<file path="src/design/tilted_lidar_point_to_xyz_core_defines.svh">
// Assertion macros used by the point conversion top level.
`ifndef TILTED_LIDAR_POINT_TO_XYZ_CORE_DEFINES_SVH
`define TILTED_LIDAR_POINT_TO_XYZ_CORE_DEFINES_SVH

// Same-cycle implication, checked out of reset.
`define TLX_ASSERT_IMP(lbl, ante, cons) \
  lbl: assert property (@(posedge clk) disable iff (!rst_n) (ante) |-> (cons)) \
    else $error("tlx check failed");

// Next-cycle implication, checked out of reset.
`define TLX_ASSERT_NXT(lbl, ante, cons) \
  lbl: assert property (@(posedge clk) disable iff (!rst_n) (ante) |=> (cons)) \
    else $error("tlx check failed");

`endif

</file>
<file path="src/design/tlx_pkg.sv">
// Types and constants for the tilted lidar point conversion.
package tlx_pkg;

  localparam int CORDIC_STEPS = 20;
  localparam int XY_W = 33;
  localparam int Z_W  = 25;
  localparam logic signed [XY_W-1:0] CORDIC_GAIN = 33'sd652032874;

  // Configuration register indexes.
  localparam logic [1:0] CFG_ANGLE_MIN     = 2'd0;
  localparam logic [1:0] CFG_ANGLE_STEP    = 2'd1;
  localparam logic [1:0] CFG_SENSOR_OFFSET = 2'd2;

  // One rotation lane: coordinates in Q30, residual angle in 1/2^24 turn.
  typedef struct packed {
    logic signed [XY_W-1:0] x;
    logic signed [XY_W-1:0] y;
    logic signed [Z_W-1:0]  z;
  } tlx_rot_t;

  // Item fields that ride along the rotation chain.
  typedef struct packed {
    logic [15:0] range_dist;
    logic [15:0] echo;
    logic [1:0]  q_t;
    logic [1:0]  q_p;
  } tlx_side_t;

  // What one cell hands to the next.
  typedef struct packed {
    logic      valid;
    tlx_rot_t  th;
    tlx_rot_t  ph;
    tlx_side_t side;
  } tlx_bus_t;

  // Arctangent of 2^-i in 1/2^24 turn.
  function automatic logic signed [Z_W-1:0] atan_turn(input int i);
    logic signed [Z_W-1:0] v;
    case (i)
      0:       v = 25'sd2097152;
      1:       v = 25'sd1238021;
      2:       v = 25'sd654136;
      3:       v = 25'sd332050;
      4:       v = 25'sd166669;
      5:       v = 25'sd83416;
      6:       v = 25'sd41718;
      7:       v = 25'sd20860;
      8:       v = 25'sd10430;
      9:       v = 25'sd5215;
      10:      v = 25'sd2608;
      11:      v = 25'sd1304;
      12:      v = 25'sd652;
      13:      v = 25'sd326;
      14:      v = 25'sd163;
      15:      v = 25'sd81;
      16:      v = 25'sd41;
      17:      v = 25'sd20;
      18:      v = 25'sd10;
      19:      v = 25'sd5;
      default: v = 25'sd0;
    endcase
    return v;
  endfunction

endpackage

</file>
<file path="src/design/tlx_cell.sv">
// One CORDIC rotation cell, rotating the beam and tilt lanes by one step.
module tlx_cell #(
  parameter int STEP = 0
) (
  input  logic             clk,
  input  logic             rst_n,
  input  tlx_pkg::tlx_bus_t up,
  output logic             up_ready,
  output tlx_pkg::tlx_bus_t dn,
  input  logic             dn_ready
);

  localparam logic signed [tlx_pkg::Z_W-1:0] ATAN = tlx_pkg::atan_turn(STEP);

  logic               valid_r;
  tlx_pkg::tlx_rot_t  th_r, th_nxt;
  tlx_pkg::tlx_rot_t  ph_r, ph_nxt;
  tlx_pkg::tlx_side_t side_r;

  // One micro-rotation toward a zero residual angle.
  function automatic tlx_pkg::tlx_rot_t rotate(input tlx_pkg::tlx_rot_t a);
    tlx_pkg::tlx_rot_t     o;
    logic signed [tlx_pkg::XY_W-1:0] dx;
    logic signed [tlx_pkg::XY_W-1:0] dy;
    dx = a.y >>> STEP;
    dy = a.x >>> STEP;
    if (!a.z[tlx_pkg::Z_W-1]) begin
      o.x = a.x - dx;
      o.y = a.y + dy;
      o.z = a.z - ATAN;
    end else begin
      o.x = a.x + dx;
      o.y = a.y - dy;
      o.z = a.z + ATAN;
    end
    return o;
  endfunction

  assign th_nxt   = rotate(up.th);
  assign ph_nxt   = rotate(up.ph);
  assign up_ready = !valid_r || dn_ready;

  // Valid bit of this cell.
  always_ff @(posedge clk) begin
    if (!rst_n) begin
      valid_r <= 1'b0;
    end else if (up_ready) begin
      valid_r <= up.valid;
    end
  end

  // Rotation payload.
  always_ff @(posedge clk) begin
    if (up_ready && up.valid) begin
      th_r   <= th_nxt;
      ph_r   <= ph_nxt;
      side_r <= up.side;
    end
  end

  assign dn.valid = valid_r;
  assign dn.th    = th_r;
  assign dn.ph    = ph_r;
  assign dn.side  = side_r;

endmodule

</file>
<file path="config.mk">
export PLATFORM = sky130hd
export DESIGN_NAME = tlx_cell
export DESIGN_NICKNAME = d
export VERILOG_FILES = /design/src/design/tilted_lidar_point_to_xyz_core_defines.svh /design/src/design/tlx_pkg.sv /design/src/design/tlx_cell.sv
export SDC_FILE = /design/constraint.sdc
export NUM_CORES = 1
export LEC_CHECK = 0
export CAP_MARGIN = 40
export CORE_ASPECT_RATIO = 0.9
export CORE_MARGIN = 2
export CORE_UTILIZATION = 65
export DETAILED_ROUTE_END_ITERATION = 12
export DONT_BUFFER_PORTS = 1
export PLACE_DENSITY = 0.78
export RECOVER_POWER = 100
export SLEW_MARGIN = 30
export SYNTH_ARGS = -nofsm -noshare
export SYNTH_HDL_FRONTEND = slang
export SYNTH_SLANG_ARGS = --single-unit
</file>
<file path="constraint.sdc">
create_clock -name clk -period 14 [get_ports clk]
set_input_delay 0.7 -clock clk [delete_from_list [all_inputs] [get_ports clk]]
set_output_delay 0.7 -clock clk [all_outputs]
set_load 0.005 [all_outputs]
</file>
Word-level counts from Yosys, hierarchy flattened
Index checks and enable logic that the tools add are counted.
Storage, ports and cells
  bits of input ports: 222
  word-level logic and storage cells: 26
  register bits after elaboration: 219
Cells by class
  reductions and logical operators: 3
  muxes and demuxes: 2
  add/subtract/negate cells: 10
Operators by type and width (count)
  91-bit two-way mux: 2
  33-bit subtractor: 4
  33-bit adder: 2
  25-bit by 23-bit adder with 25-bit output (second input constant): 2
  25-bit by 23-bit subtractor with 25-bit output (second input constant): 2
  1-bit logical AND: 1
  1-bit logical NOT: 1
  1-bit logical OR: 1

Logic depth before layout (Yosys ltp)
  depth in word-level cells: 3
  mapped depth: 12
  mapped depth without buffers: 12

Worst setup path after synthesis
Ideal clock, no wire load.
  path kind: input -> register
  start point: in dn_ready
  end point: reg side_r, in the netlist dn[0], enable pin
  stages on the path: 2
  arrival: 5777 ps
  slack: 7620 ps
  library setup time: 604 ps
  path through: nand2b_1 -> and2_1
Between the ends
  longest elaborated chain between the ends: 2
RTL lines
  start, declared: RTL line tlx_cell.sv:10  | input logic dn_ready
  1-bit logical OR: RTL line tlx_cell.sv:41  | assign up_ready = !valid_r || dn_ready;
  1-bit logical AND: RTL line tlx_cell.sv:54  | if (up_ready && up.valid) begin
  end signal, assigned: RTL line tlx_cell.sv:57  | side_r <= up.side;
  end, declared: RTL line tlx_cell.sv:18  | tlx_pkg::tlx_side_t side_r;
Every way passes these cells.
A chain may end at the register's enable or synchronous reset.

Worst setup path in the final report
  start point: reg valid_r
  end point: reg th_r, in the netlist dn[159], enable pin
Between the ends
  longest elaborated chain between the ends: 3
RTL lines
  start, declared: RTL line tlx_cell.sv:15  | logic valid_r;
  start signal, assigned: RTL line tlx_cell.sv:48  | valid_r <= up.valid;
  1-bit logical NOT: RTL line tlx_cell.sv:41
  1-bit logical OR: RTL line tlx_cell.sv:41
  net up_ready: RTL line tlx_cell.sv:8  | output logic up_ready,
  1-bit logical AND: RTL line tlx_cell.sv:54
  end signal, assigned: RTL line tlx_cell.sv:55  | th_r <= th_nxt;
  end, declared: RTL line tlx_cell.sv:16  | tlx_pkg::tlx_rot_t th_r, th_nxt;
The timed path passes the listed nets, and every way through them passes these cells.

==> metrics.md <==
| Metric | Value |
|---|---|
| # IOs | `around 440` |
| Fillers | `~2,100` |
| Status | `finished with violations` |
| RSZ-0062 raised after global routing | `no` |
| Synthesized area | `0.0178 mm^2` |
| DRT Pass-1 Iters | `6` |
| Crit start category | `flop` |
| Worst-Skew Late Latency | `~0.54 ns` |
| Die height | `~160 um` |
| # Max-Cap Violations | `6` |
| Crit Path Class | `flop to flop` |
| Setup TNS | `0 ns` |
| FP Rows | `57` |
| Lkg Pwr | `7.78 nW` |
| Setup bufs post-CTS | `0` |
| Hold path startpoint | `up[15]` |
| Post-CTS sizing | `0` |
| Cts hold-fix bufs | `0` |
| R2R Setup Slk | `7.01 ns` |
| Total number of vias | `approximately 16,000` |
| H-Tree Depth | `1` |
| Fin crit share | `50.0%` |
| Final worst path period need | `6.99 ns` |
| Die Wd | `179 um` |
| Slew Viols, Final | `241` |
| Initial DRC Count | `2,089` |
| Syn nets | `2,369` |
| Most frequent CP cell | `clkbuf_1` |
| Layout area overhead | `4.76%` |
| CTS Buffer Depth | `3` |
| Initial Utilization | `roughly two thirds` |
| Final ANT Viol Nets | `0` |
| Ys Warns | `0` |
| Crit Reg-Reg Endpoint | `dn[159]$_DFFE_PP_` |
| Pwr/cell area | `111 mW/mm^2` |
| DR vias/cell | `about 6.9` |
| Final setup vio count | `0` |
| Worst Hold End | `dn[15]$_DFFE_PP_` |
| Vias in the first global route | `14,700` |
| Post-synth EDFFs | `roughly 220` |
| Hold Violations, Final | `0` |
| Initial antenna violation count | `6` |
| Clock transition at path regs | `0.06 ns` |
| Worst reg2reg path startpoint | `valid_r$_SDFFE_PN0N_` |
| CP Cell Sequence | `nand2b_1 > and2_0 > clkbuf_1 > clkbuf_1 > clkbuf_1 > buf_12` |
| Pwr Total | `2.07 mW` |
| Root Driver | `clkbuf_16` |
| Failing checks | `capacitance limit, slew limit` |
| CORE AREA | `0.0270 mm^2` |
| Worst slew pin tran | `2.74 ns` |
| Worst path slowest cell | `clkbuf_1` |
| Average wire per standard cell | `27.3 um` |
| R2r worst-path depth | `6` |
| Syn Area/Cell | `9.17 um^2` |
| FMAX | `143 MHz` |
| Async S/R FF share, synth | `0%` |
| Die area | `about 0.029 mm^2` |
| Pin count of the biggest net entering global routing | `95` |
| Crit end category | `flop` |
| Final nets | `2,312` |
| DPL Wire Length | `47,800 um` |
| Hold Path Stages | `0` |
| CTS tree | `yes` |
| Sink Count | `217` |
| Most common library cell in the layout ignoring fill and taps | `edfxtp_1` |
| First-pass GRT wire length | `89,600 um` |
| Share of cells above drive strength 1 | `3.00%` |
| WL final | `61,800 um` |
| Grt ovf | `0` |
| Input/output buffers | `0` |
| WP data required | `14.20 ns` |
| Cts bufs inserted | `24` |
| Syn Inst Count | `~1,900` |
| Relative slew slack | `-83.0%` |
| Hold crit path type | `input pin to flop` |
| Maximum vdd drop | `between 0.00008 and 0.00009 V` |
| Worst stage delay on the critical path | `2.03 ns` |
| Seq/Total Area, Yosys | `about 37%` |
| Netlist cell types | `79` |
| Layout Skew | `0.0101 ns` |
| Prevailing post-synth register cell | `edfxtp_1` |
| Crit Path Max Fanout | `54` |
| Most frequent cells in the layout | `edfxtp_1, a21oi_1, inv_1` |
| Hold WS | `approximately 0.26 ns` |
| Crit path DAT | `7.20 ns` |
| Register bit total from synthesis | `217` |
| Tot GR Track Use | `41.0%` |
| DRC violations left | `0` |
| Final Wtd Congestion | `1.03` |
==> state kept, by name, summed over array words and instances (netlist names) <==
signal / count
valid_r: 1
dn: 216
==> how the worst max path moves through the flow <==
stage,slack (ns),endpoint,start
CTS,10.56,dn[215]$_DFFE_PP_,up[164]
global placement,10.06,dn[215]$_DFFE_PP_,up[163]
global route,6.51,dn[168]$_DFFE_PP_,valid_r$_SDFFE_PN0N_
finish,7.01,dn[159]$_DFFE_PP_,valid_r$_SDFFE_PN0N_
floorplan,7.62,dn[0]$_DFFE_PP_,dn_ready
detailed placement,10.05,dn[215]$_DFFE_PP_,up[164]
==> through the flow <==
stage / setup WS [ns] / instance area [um^2] / utilization (%) / std cells
global placement: 10.06 / 17900 / 66.5 / 2210
finish: 7.01 / 18700 / 69.3 / 2266
CTS: 10.56 / 18800 / 69.6 / 2255
detailed placement: 10.05 / 18000 / 66.6 / 2212
floorplan: 7.62 / 17800 / - / 1943
global route: 6.51 / 18700 / 69.2 / 2264
==> cell type report <==
type / count / area, um^2 / share of cell area [%]
multi-input cells: 1430 / 10100 / 54.1
flip-flops and latches: 217 / 6510 / 34.8
inverters: 205 / 769 / 4.12
clock buffers: 31 / 657 / 3.52
well taps: 354 / 443 / 2.37
clock inverters: 12 / 128 / 0.684
repair buffers: 8 / 46.3 / 0.248
diodes: 9 / 22.5 / 0.121
==> cell usage after synthesis, types with 13 or more instances <==
master | number | share of area [%]
edfxtp_1 | 216 | 36
a21oi_1 | 204 | 5.7
inv_1 | 203 | 4.3
ha_1 | 196 | 14
nor2_1 | 138 | 2.9
o21ai_0 | 130 | 3.7
xnor2_1 | 115 | 5.7
nand2_1 | 102 | 2.1
clkbuf_1 | 66 | 1.4
a21o_1 | 53 | 2.2
o21bai_1 | 40 | 1.7
nor3_1 | 39 | 1.1
o31ai_1 | 28 | 1.2
a211oi_1 | 27 | 1.1
nand3_1 | 25 | 0.70
nor2b_1 | 23 | 0.81
nand4_1 | 21 | 0.74
o211ai_1 | 20 | 0.84
mux2i_1 | 19 | 1.1
o21a_1 | 19 | 0.80
nand2b_1 | 16 | 0.56
nand3b_1 | 16 | 0.67
and2_1 | 14 | 0.49
buf_1 | 13 | 0.27
==> power by group <==
| part | switching [mW] | internal [mW] | total, mW | leakage (nW) |
|---|---|---|---|---|
| clock network | 0.273 | 0.369 | 0.642 | 0.382 |
| logic | 0.350 | 0.199 | 0.549 | 5.30 |
| registers | 0.0582 | 0.820 | 0.878 | 2.10 |
==> worst max-delay path, delay by kind of cell, from the launching register on <==
family / cells / cell delay [ns]
buffers and inverters: 4 / 5.00
and+or+nand+nor: 2 / 1.28
DFF: 1 / 0.33
==> logic make-up (layout without fill, tap and decap cells) <==
group                      Yosys count  after routing  synth area share (%)
muxes                               20             20                  1.13
xor gates and xnor gates           127            127                  6.24
buffers and inverters              296            256                  6.36
other                                0              9                     0
and+or+nand+nor                    442            442                  12.0
DFF                                217            217                  36.5
AOI/OAI and AO/OA                  637            637                  23.1
adders and majority gates          204            204                  14.7
==> metal layers <==
metal / wire length, um / vias up / part of all wire (%) / GRT usage [%]
li1: - / 6860 / - / -
met1: 22500 / 7387 / 36 / 52.0
met2: 26700 / 1154 / 43 / 62.3
met3: 9000 / 226 / 15 / 15.4
met4: 3620 / 0 / 5.8 / 18.1
met5: 0 / - / 0 / 0
Power figures use the tool's default switching activity.
